## config.mk

```make
export PLATFORM = sky130hd
export DESIGN_NAME = lpc_mul
export DESIGN_NICKNAME = d
export VERILOG_FILES = /design/src/hw/rtl/lpc_pkg.sv /design/src/hw/rtl/lpc_mul.sv
export SDC_FILE = /design/constraint.sdc
export NUM_CORES = 2
export LEC_CHECK = 0
export BUFFER_PORTS_ARGS = -buffer_cell sky130_fd_sc_hd__buf_2
export CAP_MARGIN = 20
export CELL_PAD_IN_SITES_DETAIL_PLACEMENT = 0
export CELL_PAD_IN_SITES_GLOBAL_PLACEMENT = 2
export CORE_MARGIN = 5
export CORE_UTILIZATION = 41
export CTS_CLUSTER_SIZE = 10
export DETAILED_ROUTE_END_ITERATION = 6
export GPL_ROUTABILITY_DRIVEN = 0
export GPL_TIMING_DRIVEN = 0
export PLACE_DENSITY_LB_ADDON = 0.1
export SYNTH_ARGS = -nofsm -noshare
export SYNTH_HDL_FRONTEND = slang
export SYNTH_SLANG_ARGS = --single-unit
```

## constraint.sdc

```tcl
create_clock -name clock -period 13.7 [get_ports clock]
set_input_delay 1.37 -clock clock [delete_from_list [all_inputs] [get_ports clock]]
set_output_delay 1.37 -clock clock [all_outputs]
set_load 0.005 [all_outputs]
```

## src/hw/rtl/lpc_pkg.sv

```systemverilog
`timescale 1ns / 1ps
// Shared constants, types and helpers for the Lagrange predictor coefficient block.
// Used by every RTL file of the block; depends on nothing else.
package lpc_pkg;

   // Number of history points and field widths.
   localparam int ORDER      = 4;
   localparam int TIME_W     = 64;
   localparam int TOL_W      = 32;
   localparam int COEF_W     = 64;
   localparam int IDX_W      = 2;
   localparam int HIDX_W     = (ORDER > 1) ? $clog2(ORDER) : 1;
   localparam int FILL_W     = $clog2(ORDER + 1);

   // Wide product arithmetic: 32-bit limbs, enough for 2^32 times ORDER-1 time differences.
   localparam int LIMB_W     = 32;
   localparam int PROD_LIMBS = 2 * (ORDER - 1) + 1;
   localparam int PROD_W     = PROD_LIMBS * LIMB_W;
   localparam int LCNT_W     = $clog2(PROD_LIMBS);
   localparam int QCNT_W     = $clog2(COEF_W);

   // Configuration port.
   localparam int ADDR_W     = 3;
   localparam int DATA_W     = 32;
   localparam logic CSR_IDX_TOL = 1'b0;

   typedef enum logic [3:0] {
      ST_IDLE,
      ST_CHK_ADDR,
      ST_CHK_CMP,
      ST_DECIDE,
      ST_COEF_INIT,
      ST_RD,
      ST_DIFF,
      ST_MUL_NUM,
      ST_MUL_DEN,
      ST_DIV_GO,
      ST_DIV_WAIT,
      ST_OUT,
      ST_OUT_INV,
      ST_APPEND
   } lpc_state_type;

   typedef enum logic [1:0] {
      MUL_IDLE,
      MUL_PASS0,
      MUL_SKEW,
      MUL_PASS1
   } mul_state_type;

   typedef enum logic [1:0] {
      DIV_IDLE,
      DIV_CHECK,
      DIV_STEP,
      DIV_FIX
   } div_state_type;

   // Result of one quotient: value and clamp flag.
   typedef struct packed {
      logic              sat;
      logic [COEF_W-1:0] coef;
   } div_res_type;

   // Logical history slot to physical slot of the circular buffer.
   function automatic logic [HIDX_W-1:0] lpc_wrap(input logic [HIDX_W-1:0] base,
                                                  input logic [HIDX_W-1:0] ofs);
      logic [HIDX_W:0] s;
      s = {1'b0, base} + {1'b0, ofs};
      if (s >= (HIDX_W + 1)'(ORDER)) begin
         s = s - (HIDX_W + 1)'(ORDER);
      end
      return s[HIDX_W-1:0];
   endfunction

endpackage

```

## src/hw/rtl/lpc_mul.sv

```systemverilog
`timescale 1ns / 1ps
// Limb-serial multiplier: wide product register times a 64-bit factor.
// One 32x32 multiplier, two passes over the limbs. Depends on lpc_pkg.
module lpc_mul import lpc_pkg::*; (
   input  logic              clock,
   input  logic              reset,
   input  logic              start,
   input  logic [PROD_W-1:0] opa,
   input  logic [63:0]       opb,
   output logic              done,
   output logic [PROD_W-1:0] result
);

   mul_state_type     state_ff, state_in;
   logic [PROD_W-1:0] xs_ff, acc_ff;
   logic [LIMB_W-1:0] carry_ff;
   logic [63:0]       vb_ff;
   logic [LCNT_W-1:0] cnt_ff;
   logic              done_ff, done_in;
   logic [LIMB_W-1:0] mult;
   logic [63:0]       cur;

   // The single multiply-accumulate: low limb of the accumulator plus one partial product.
   assign mult = (state_ff == MUL_PASS1) ? vb_ff[63:32] : vb_ff[31:0];
   assign cur  = 64'(acc_ff[LIMB_W-1:0]) + 64'(xs_ff[LIMB_W-1:0]) * 64'(mult)
               + 64'(carry_ff);

   // Sequencer: pass for the low factor half, one skew rotate, pass for the high half.
   always_comb begin
      state_in = state_ff;
      done_in  = 1'b0;
      unique case (state_ff)
         MUL_IDLE: begin
            if (start) begin
               state_in = MUL_PASS0;
            end
         end
         MUL_PASS0: begin
            if (cnt_ff == LCNT_W'(PROD_LIMBS - 1)) begin
               state_in = MUL_SKEW;
            end
         end
         MUL_SKEW: begin
            state_in = MUL_PASS1;
         end
         MUL_PASS1: begin
            if (cnt_ff == LCNT_W'(PROD_LIMBS - 2)) begin
               state_in = MUL_IDLE;
               done_in  = 1'b1;
            end
         end
         default: state_in = MUL_IDLE;
      endcase
   end

   always_ff @(posedge clock) begin
      if (reset) begin
         state_ff <= MUL_IDLE;
         done_ff  <= 1'b0;
      end else begin
         state_ff <= state_in;
         done_ff  <= done_in;
      end
   end

   // Rotating operand and accumulator registers.
   always_ff @(posedge clock) begin
      case (state_ff)
         MUL_IDLE: begin
            if (start) begin
               xs_ff    <= opa;
               vb_ff    <= opb;
               acc_ff   <= '0;
               carry_ff <= '0;
               cnt_ff   <= '0;
            end
         end
         MUL_SKEW: begin
            acc_ff   <= {acc_ff[LIMB_W-1:0], acc_ff[PROD_W-1:LIMB_W]};
            carry_ff <= '0;
            cnt_ff   <= '0;
         end
         default: begin
            acc_ff   <= {cur[LIMB_W-1:0], acc_ff[PROD_W-1:LIMB_W]};
            xs_ff    <= {xs_ff[LIMB_W-1:0], xs_ff[PROD_W-1:LIMB_W]};
            carry_ff <= cur[63:32];
            cnt_ff   <= cnt_ff + 1'b1;
         end
      endcase
   end

   assign done   = done_ff;
   assign result = acc_ff;

endmodule

```

==> flow_summary_export.csv <==
group,metric,value,unit
sta,worstMarginPinSlew,1.258,ns
route,totalWireLength,214.7,mm
cells_and_area,multi_input_area,35160,sq um
clocking,ctsResizeCount,0,
setup_path,max_stage_delay,0.81,ns
sta,rsz0062_at_grt,"no",
sta,finalCritPeriodShare,84.37,%
cells_and_area,fill_cells,13185,
clocking,cts_tree,"built",
yosys,syn_nets,6708,
setup_path,crit_fanout,10,
yosys,ys_types,66,
global_route,grt_pass1_vias,41664,
placed_design,placement.io_buffers,515,
setup_path,worst_path_most_repeated_cell,"fa_1",
yosys,ys_warn_count,0,
sta,hold_viol,0,
die,core,137500,sq um
yosys,syn_area,56710,sq um
die,io_pins,516,
run_status,status,"completed",
route,wl_per_cell,28.09,um
setup_path,endpoint_kind,"flop",
clocking,cts_max_level,3,
yosys,seq_area_frac_synth,29.07,%
global_route,track_usage,29.38,%
setup_path,startpoint_type,"flop",
clocking,postCtsSetupBuffers,0,
min_path,min_path_type,"reg2reg",
clocking,cts_buffers,69,
sta,slew_viol_final,0,
die,start_util,41.24,%
yosys,async_reset_ff_share,0,%
global_route,grt_max_degree,127,
yosys,synth_edf_count,547,
global_route,grt_overflow_total,0,
setup_path,crit_required,14.08,ns
route,via_per_inst,5.200,
die,die_width,381.9,um
cells_and_area,ff_latch_area,16490,sq um
clocking,clk_pin_slew_worst_paths,0.06,ns
global_route,grt_pass1_wl,302.4,mm
placed_design,place_ws,2.415,ns
die,die_y,381.9,um
route,firstDrtPassIters,7,
sta,max_freq,0.08651,GHz
sta,final.min_clock_period,11.56,ns
sta,setup_slack,2.141,ns
sta,finClkSkew,0.03854,ns
yosys,synthFlopType,"edfxtp_1",
setup_path,cp_slowest_cell,"a311oi_1",
route,drt_iter0_drc,2960,
clocking,cts.path.max_buffers,3,
placed_design,dpl.hpwl,178.0,mm
sta,relSlewSlack,16.16,%
die,row_count,136,
global_route,grt_antenna_before_repair,39,
yosys,syn_inst,5175,
yosys,avgSynthCellArea,10.96,sq um
route,vias,39742,
route,ant_nets,0,
setup_path,path_class,"reg2reg",
sta,setup_viol,0,
cells_and_area,final_cell_mix,"inv_1 (1,068), fa_1 (959), and2_1 (686)",
setup_path,arrival,11.94,ns
clocking,postCtsHoldBufs,0,
clocking,clk_latency,0.69,ns
cells_and_area,drive_above_1_share,15.82,%
flow_run,drv_cap,0,
clocking,cts-root-buf,"clkbuf_16",
yosys,ys_ff_latch,550,
clocking,clock-sinks,550,
cells_and_area,area_delta_synth_final,13.45,%
die,die_area,145800,sq um
cells_and_area,layout_commonest_cell,"inv_1",
cells_and_area,nets,7332,
sta,fin_tns_setup,0,ns
route,drcViolationCount,0,
[routing by layer]
metal,global-route usage (%),vias to the layer above,share of wire (%)
li1,-,17066,-
met4,10.14,2,4.0
met5,0,-,0.0061
met1,40.08,21005,42
met2,47.08,1384,47
met3,5.908,285,7.2
[through the flow]
step           hold slack (ns)  utilization [%]  cell area (sq um)  cells
2_1_floorplan           0.5055                -              56710   5175
3_3_place_gp            0.5236            44.75              61530   7484
3_5_place_dp            0.5286            45.22              62170   7518
4_1_cts                 0.5180            46.71              64220   7617
5_1_grt                 0.5454            46.76              64300   7628
6_report                0.5280            46.79              64330   7643
[state kept, by name, indices dropped and copies added (netlist names)]
name,count
done,1
carry_ff,32
vb_ff,64
result,224
xs_ff,224
cnt_ff,3
state_ff,2
[critical path, delay by kind of cell, from the launching register on]
family | cells | cell delay [ns]
flip-flops | 1 | 0.38
adder cells (fa/ha/maj) | 10 | 4.37
XOR/XNOR | 1 | 0.20
AO/OA/AOI/OAI | 4 | 1.60
AND/OR/NAND/NOR | 5 | 1.57
multiplexers | 1 | 0.42
buffers and inverters | 10 | 2.65
[kinds of logic after synthesis]
kind of cell             count (synthesis)  share of synthesized area, %
AND/OR/NAND/NOR                       1476                         13.13
buffers and inverters                 1348                         8.943
adder cells (fa/ha/maj)               1242                         40.10
flip-flops                             550                         29.07
AO/OA/AOI/OAI                          242                         2.725
multiplexers                           258                         5.119
XOR/XNOR                                59                        0.9113
[area by class of cell]
type,count,share of cell area (%)
multi-input cells,3277,54.65
flip-flops and latches,550,25.63
inverters,1069,6.249
repair buffers,553,5.059
well taps,1794,3.489
clock buffers,84,2.838
plain buffers,279,1.649
clock inverters,15,0.3540
diodes,22,0.08557
[worst paths after layout]
check	startpoint	to	slack, ns	depth (start not counted)
max reg2reg	state_ff[0]$_SDFFE_PP0P_	carry_ff[12]$_SDFFCE_PN0N_	2.14	31
min	result[168]$_DFFE_PN_	result[136]$_DFFE_PN_	0.53	1
min reg2reg	result[168]$_DFFE_PN_	result[136]$_DFFE_PN_	0.53	1
max	state_ff[0]$_SDFFE_PP0P_	carry_ff[12]$_SDFFCE_PN0N_	2.14	31
[cell usage after synthesis, types with 6 or more instances]
cell type	count	area, sq um
and2_1	687	4298
buf_2	6	30.03
inv_1	1069	4013
o21a_1	8	60.06
a31oi_1	9	56.30
o211ai_1	9	67.56
a211oi_1	6	45.04
a22o_1	10	87.58
nand2_1	639	2399
ha_1	283	3541
mux2_2	256	2883
nor2_1	70	262.8
a21o_1	13	97.59
buf_1	8	30.03
clkbuf_1	264	991.0
nand3_1	14	70.07
xor2_1	28	245.2
fa_1	959	19200
o21bai_1	8	60.06
and3_1	9	56.30
xnor2_1	31	271.5
nor3_1	15	75.07
nand4_1	16	100.1
edfxtp_1	547	16430
o21ai_0	63	315.3
a21oi_1	79	395.4
Power is not shown: default switching activity piles up to over one toggle a cycle in this logic, so the estimate is an artifact.
