==> config.mk <==
export PLATFORM = sky130hd
export DESIGN_NAME = lpc_div
export DESIGN_NICKNAME = d
export VERILOG_FILES = /design/src/hw/rtl/lpc_pkg.sv /design/src/hw/rtl/lpc_div.sv
export SDC_FILE = /design/constraint.sdc
export NUM_CORES = 2
export LEC_CHECK = 0
export BUFFER_PORTS_ARGS = -buffer_cell sky130_fd_sc_hd__buf_4
export CORE_ASPECT_RATIO = 0.7
export CORE_MARGIN = 2
export CORE_UTILIZATION = 30
export DETAILED_ROUTE_END_ITERATION = 8
export PLACE_DENSITY = 0.43
export SLEW_MARGIN = 20
export SYNTH_ARGS = -nofsm -noshare
export SYNTH_HDL_FRONTEND = slang
export SYNTH_SLANG_ARGS = --single-unit
==> constraint.sdc <==
create_clock -name clock -period 15.5 [get_ports clock]
set_input_delay 1.55 -clock clock [delete_from_list [all_inputs] [get_ports clock]]
set_output_delay 1.55 -clock clock [all_outputs]
set_load 0.05 [all_outputs]
==> src/hw/rtl/lpc_pkg.sv <==
`timescale 1ns / 1ps
// Shared constants, types and helpers for the Lagrange predictor coefficient block.
// Used by every RTL file of the block; depends on nothing else.
package lpc_pkg;

   // Number of history points and field widths.
   localparam int ORDER      = 4;
   localparam int TIME_W     = 64;
   localparam int TOL_W      = 32;
   localparam int COEF_W     = 64;
   localparam int IDX_W      = 2;
   localparam int HIDX_W     = (ORDER > 1) ? $clog2(ORDER) : 1;
   localparam int FILL_W     = $clog2(ORDER + 1);

   // Wide product arithmetic: 32-bit limbs, enough for 2^32 times ORDER-1 time differences.
   localparam int LIMB_W     = 32;
   localparam int PROD_LIMBS = 2 * (ORDER - 1) + 1;
   localparam int PROD_W     = PROD_LIMBS * LIMB_W;
   localparam int LCNT_W     = $clog2(PROD_LIMBS);
   localparam int QCNT_W     = $clog2(COEF_W);

   // Configuration port.
   localparam int ADDR_W     = 3;
   localparam int DATA_W     = 32;
   localparam logic CSR_IDX_TOL = 1'b0;

   typedef enum logic [3:0] {
      ST_IDLE,
      ST_CHK_ADDR,
      ST_CHK_CMP,
      ST_DECIDE,
      ST_COEF_INIT,
      ST_RD,
      ST_DIFF,
      ST_MUL_NUM,
      ST_MUL_DEN,
      ST_DIV_GO,
      ST_DIV_WAIT,
      ST_OUT,
      ST_OUT_INV,
      ST_APPEND
   } lpc_state_type;

   typedef enum logic [1:0] {
      MUL_IDLE,
      MUL_PASS0,
      MUL_SKEW,
      MUL_PASS1
   } mul_state_type;

   typedef enum logic [1:0] {
      DIV_IDLE,
      DIV_CHECK,
      DIV_STEP,
      DIV_FIX
   } div_state_type;

   // Result of one quotient: value and clamp flag.
   typedef struct packed {
      logic              sat;
      logic [COEF_W-1:0] coef;
   } div_res_type;

   // Logical history slot to physical slot of the circular buffer.
   function automatic logic [HIDX_W-1:0] lpc_wrap(input logic [HIDX_W-1:0] base,
                                                  input logic [HIDX_W-1:0] ofs);
      logic [HIDX_W:0] s;
      s = {1'b0, base} + {1'b0, ofs};
      if (s >= (HIDX_W + 1)'(ORDER)) begin
         s = s - (HIDX_W + 1)'(ORDER);
      end
      return s[HIDX_W-1:0];
   endfunction

endpackage

==> src/hw/rtl/lpc_div.sv <==
`timescale 1ns / 1ps
// Restoring divider giving a 64-bit quotient with sign and Q32.32 clamping.
// One wide compare-subtract per cycle. Depends on lpc_pkg.
module lpc_div import lpc_pkg::*; (
   input  logic              clock,
   input  logic              reset,
   input  logic              start,
   input  logic [PROD_W-1:0] num,
   input  logic [PROD_W-1:0] den,
   input  logic              neg,
   output logic              done,
   output div_res_type       res
);

   div_state_type     state_ff, state_in;
   logic [PROD_W-1:0] num_ff, den_ff;
   logic [PROD_W:0]   rem_ff, trial;
   logic [COEF_W-1:0] q_ff;
   logic [QCNT_W-1:0] cnt_ff;
   logic              neg_ff;
   logic              done_ff, done_in;
   div_res_type       res_ff;
   logic              big;
   logic              fits;

   // Quotient reaches 2^64 exactly when the numerator's upper part is not below the divisor.
   assign big   = (num_ff[PROD_W-1:COEF_W] >= den_ff);
   assign trial = {rem_ff[PROD_W-1:0], num_ff[COEF_W-1]};
   assign fits  = neg_ff ? (q_ff <= {1'b1, {(COEF_W-1){1'b0}}}) : !q_ff[COEF_W-1];

   always_comb begin
      state_in = state_ff;
      done_in  = 1'b0;
      unique case (state_ff)
         DIV_IDLE: begin
            if (start) begin
               state_in = DIV_CHECK;
            end
         end
         DIV_CHECK: begin
            if (den_ff == '0 || big) begin
               state_in = DIV_IDLE;
               done_in  = 1'b1;
            end else begin
               state_in = DIV_STEP;
            end
         end
         DIV_STEP: begin
            if (cnt_ff == QCNT_W'(COEF_W - 1)) begin
               state_in = DIV_FIX;
            end
         end
         DIV_FIX: begin
            state_in = DIV_IDLE;
            done_in  = 1'b1;
         end
         default: state_in = DIV_IDLE;
      endcase
   end

   always_ff @(posedge clock) begin
      if (reset) begin
         state_ff <= DIV_IDLE;
         done_ff  <= 1'b0;
      end else begin
         state_ff <= state_in;
         done_ff  <= done_in;
      end
   end

   // Datapath: load, early clamp, one quotient bit per cycle, then sign and range fix.
   always_ff @(posedge clock) begin
      case (state_ff)
         DIV_IDLE: begin
            if (start) begin
               num_ff <= num;
               den_ff <= den;
               neg_ff <= neg;
            end
         end
         DIV_CHECK: begin
            rem_ff <= {1'b0, {COEF_W{1'b0}}, num_ff[PROD_W-1:COEF_W]};
            q_ff   <= '0;
            cnt_ff <= '0;
            if (den_ff == '0) begin
               res_ff.coef <= '0;
               res_ff.sat  <= 1'b1;
            end else begin
               res_ff.coef <= neg_ff ? {1'b1, {(COEF_W-1){1'b0}}}
                                     : {1'b0, {(COEF_W-1){1'b1}}};
               res_ff.sat  <= 1'b1;
            end
         end
         DIV_STEP: begin
            num_ff <= {num_ff[PROD_W-1:COEF_W], num_ff[COEF_W-2:0], 1'b0};
            cnt_ff <= cnt_ff + 1'b1;
            if (trial >= {1'b0, den_ff}) begin
               rem_ff <= trial - {1'b0, den_ff};
               q_ff   <= {q_ff[COEF_W-2:0], 1'b1};
            end else begin
               rem_ff <= trial;
               q_ff   <= {q_ff[COEF_W-2:0], 1'b0};
            end
         end
         default: begin
            if (!fits) begin
               res_ff.coef <= neg_ff ? {1'b1, {(COEF_W-1){1'b0}}}
                                     : {1'b0, {(COEF_W-1){1'b1}}};
               res_ff.sat  <= 1'b1;
            end else begin
               res_ff.coef <= neg_ff ? (~q_ff + 1'b1) : q_ff;
               res_ff.sat  <= 1'b0;
            end
         end
      endcase
   end

   assign done = done_ff;
   assign res  = res_ff;

endmodule

==> impl_metrics.ini <==
[status]
status = finished, final reports clean

[clock_tree]
cts_sinks = 811
cts_hold_buf = 0
cts_resized = 0
cts_inserted_buffers = 93
root_buffer = clkbuf_16
clk_pin_slew_ps = 60
cts_buffer_depth = 3
postCtsSetupRepairBufs = 0
cts_max_level = 3
cts_tree = built
insertion_delay_ps = 720

[route]
drt_iter0_drc = 4212
totalWireLength_mm = 200
vias_per_cell = 5.22
drc_errors = 0
drt_first_pass_iters = 6
vias = 44800
ant_nets = 0
wl_per_cell_um = 23.3

[global_route]
grt_max_degree = 177
antenna_found_initial = 21
grt_first_pass_wirelength_mm = 293
track_usage = 0.212
first_global_vias = 43600
gr-total-overflow = 0

[pwr]
pwr_density_cell_mw_per_mm2 = 139
power_frac_seq = 0.349
p_sw_w = 0.00344
internal_power_w = 0.00537
ir_worst_vdd_mv = 0.0739
swShare = 0.390
power_frac_clock = 0.270
leakagePower_nw = 24.9
comb_power_share = 0.381

[sta]
finalHoldViolations = 0
final.setup_skew_ps = 24.6
whs_ps = 542
max_freq_mhz = 144
fin_crit_sh = 0.449
tns_ps = 0
relSlewSlack = 0.284
setup_viol = 0
grt_setup_unrepaired = no
worst_pin_slew_ps = 1060
post-route-min-period_ps = 6960
drv_slew = 0

[logic_synthesis]
ys_warn_count = 0
synthTopCellsByArea = edfxtp_1, ha_1, a21oi_1, nor2_1, o21ai_0
ys_async_sr_fraction = 0
synth_enable_flop_cells = 808
syn_nets = 6603
synth.distinct_cells = 91
ys_seq_area_frac = 0.450
synth_top_area_frac = 0.449
ys_ff_latch = 811
synthTopCellsByCount = a21oi_1, edfxtp_1, nor2_1, ha_1, nand2_1
avgSynthCellArea_um2 = 9.38
synth-main-ff-cell = edfxtp_1
synth.most_common_cell = a21oi_1
synth_top_area_cell = edfxtp_1
netlist_instances = 5759
syn-cell-area_mm2 = 0.0540

[layout]
finalNonFillerCells = 8583
fin_util = 0.354
nNetsFinal = 6965
drive_above_1_share = 0.138
area_growth_pct = 17.4

[floorplanning]
ioPinCount = 518
coreArea_mm2 = 0.179
start_util = 0.302
die_h_um = 359
fp-row-count = 130
die_width_um = 511
die-area_mm2 = 0.184

[worst_setup_path]
critPathArrivalTime_ps = 7420
critPathMaxFanout = 160
critical_path.max_stage_delay_ps = 700
critical_path_class = reg2reg
start_kind = flip-flop
crit_path_cell_trace = inv_1 > ha_1 > and4_1 > a21o_1 > o21ai_1 > o21ai_2 > o21ai_2 > o41a_4 > nor2_4 > a31oi_4 > nor4_4 > nor3b_2 > o211ai_2 > a41oi_4 > buf_4 > buf_12 > buf_4 > o21ai_0 > mux2_2
worstSetupEndpointType = flip-flop
cp.required_ps = 15960
slowest_stage = buf_4

[place]
io_buffers = 517
routabilityCongestion = 0.938
dp.cells = 8401
dpl.hpwl_mm = 157

[run]
drv_cap = 0

[min_path]
min_path_type = reg2reg
[critical path, delay by kind of cell, from the launching register on]
family / cells / cell delay [ps]
adders and majority gates: 1 / 380
and+or+nand+nor: 4 / 980
DFF: 1 / 370
AOI/OAI and AO/OA: 9 / 2520
muxes: 1 / 290
buffers and inverters: 4 / 1950
[final timing paths]
kind / startpoint / endpoint / depth (start not counted) / slack [ps]
min reg2reg: num_ff[3]$_DFFE_PP_ / num_ff[4]$_DFFE_PP_ / 1 / 540
max reg2reg: den_ff[6]$_DFFE_PP_ / rem_ff[41]$_DFFE_PP_ / 19 / 8540
min: num_ff[3]$_DFFE_PP_ / num_ff[4]$_DFFE_PP_ / 1 / 540
max: den_ff[6]$_DFFE_PP_ / rem_ff[41]$_DFFE_PP_ / 19 / 8540
[power groups by stage]
stage / registers, W / clock network, W / logic (W)
6_report: 0.00308 / 0.00238 / 0.00335
2_1_floorplan: 0.00322 / 0 / 0.00215
4_1_cts: 0.00308 / 0.00245 / 0.00332
3_5_place_dp: 0.00312 / 0 / 0.00330
5_1_grt: 0.00312 / 0.00253 / 0.00369
3_3_place_gp: 0.00312 / 0 / 0.00332
[registers in the layout, summed over array words and instances (netlist names), named ones only]
register  cells
state_ff      1
q_ff         64
neg_ff        1
cnt_ff        6
res          65
den_ff      224
done          1
num_ff      224
rem_ff      224
[cell families (layout without fill, tap and decap cells)]
group	count (synthesis)	after routing	share of synthesized area
and+or+nand+nor	1873	1873	0.170
AOI/OAI and AO/OA	1734	1734	0.189
DFF	811	811	0.450
buffers and inverters	637	1078	0.0455
adders and majority gates	392	392	0.0909
xor gates and xnor gates	234	234	0.0379
muxes	78	78	0.0160
other	0	7	0
[through the flow]
stage	power, W	instance area, um^2	worst slack (ps)
6_report	0.00881	63400	8540
5_1_grt	0.00934	63400	8160
4_1_cts	0.00886	63400	8580
3_5_place_dp	0.00643	60200	8630
3_3_place_gp	0.00645	60100	8730
2_1_floorplan	0.00537	54000	7010
[routing by layer]
layer	vias up	share of wire	track usage	routed length (um)
met4	8	0.024	0.0520	4740
met1	21500	0.50	0.320	99700
met5	-	0.00027	0	54
met2	1349	0.41	0.303	82300
li1	21700	-	-	-
met3	222	0.065	0.0443	13000
[cells in the final DEF, fill, tap and decap left out, drive strengths merged, types with 12 or more instances in the layout]
cell	n
nor2b	208
nor2	625
o21ai	393
xnor2	145
nand3	37
o211ai	13
or4	12
nand4	189
inv	349
bufinv	14
nor3	87
or2	22
nand2b	55
mux2	67
o21a	38
nor3b	21
a21oi	813
xor2	89
nand2	375
a21o	144
clkinv	46
a21boi	34
nor4	84
or3	20
edfxtp	808
buf	561
and2	114
o22a	31
o31ai	38
o21bai	103
clkbuf	102
ha	391
a31oi	42
[final cells by class]
class,count,area (um^2)
fill,18300,116000
multi-input combinational,4311,27300
sequential,811,24300
timing repair buffer,561,4270
tap,2376,2970
clock buffer,102,2420
inverter,343,1290
clock inverter,72,783
antenna,7,17.5
No activity file was read; power rests on OpenSTA's default activity.
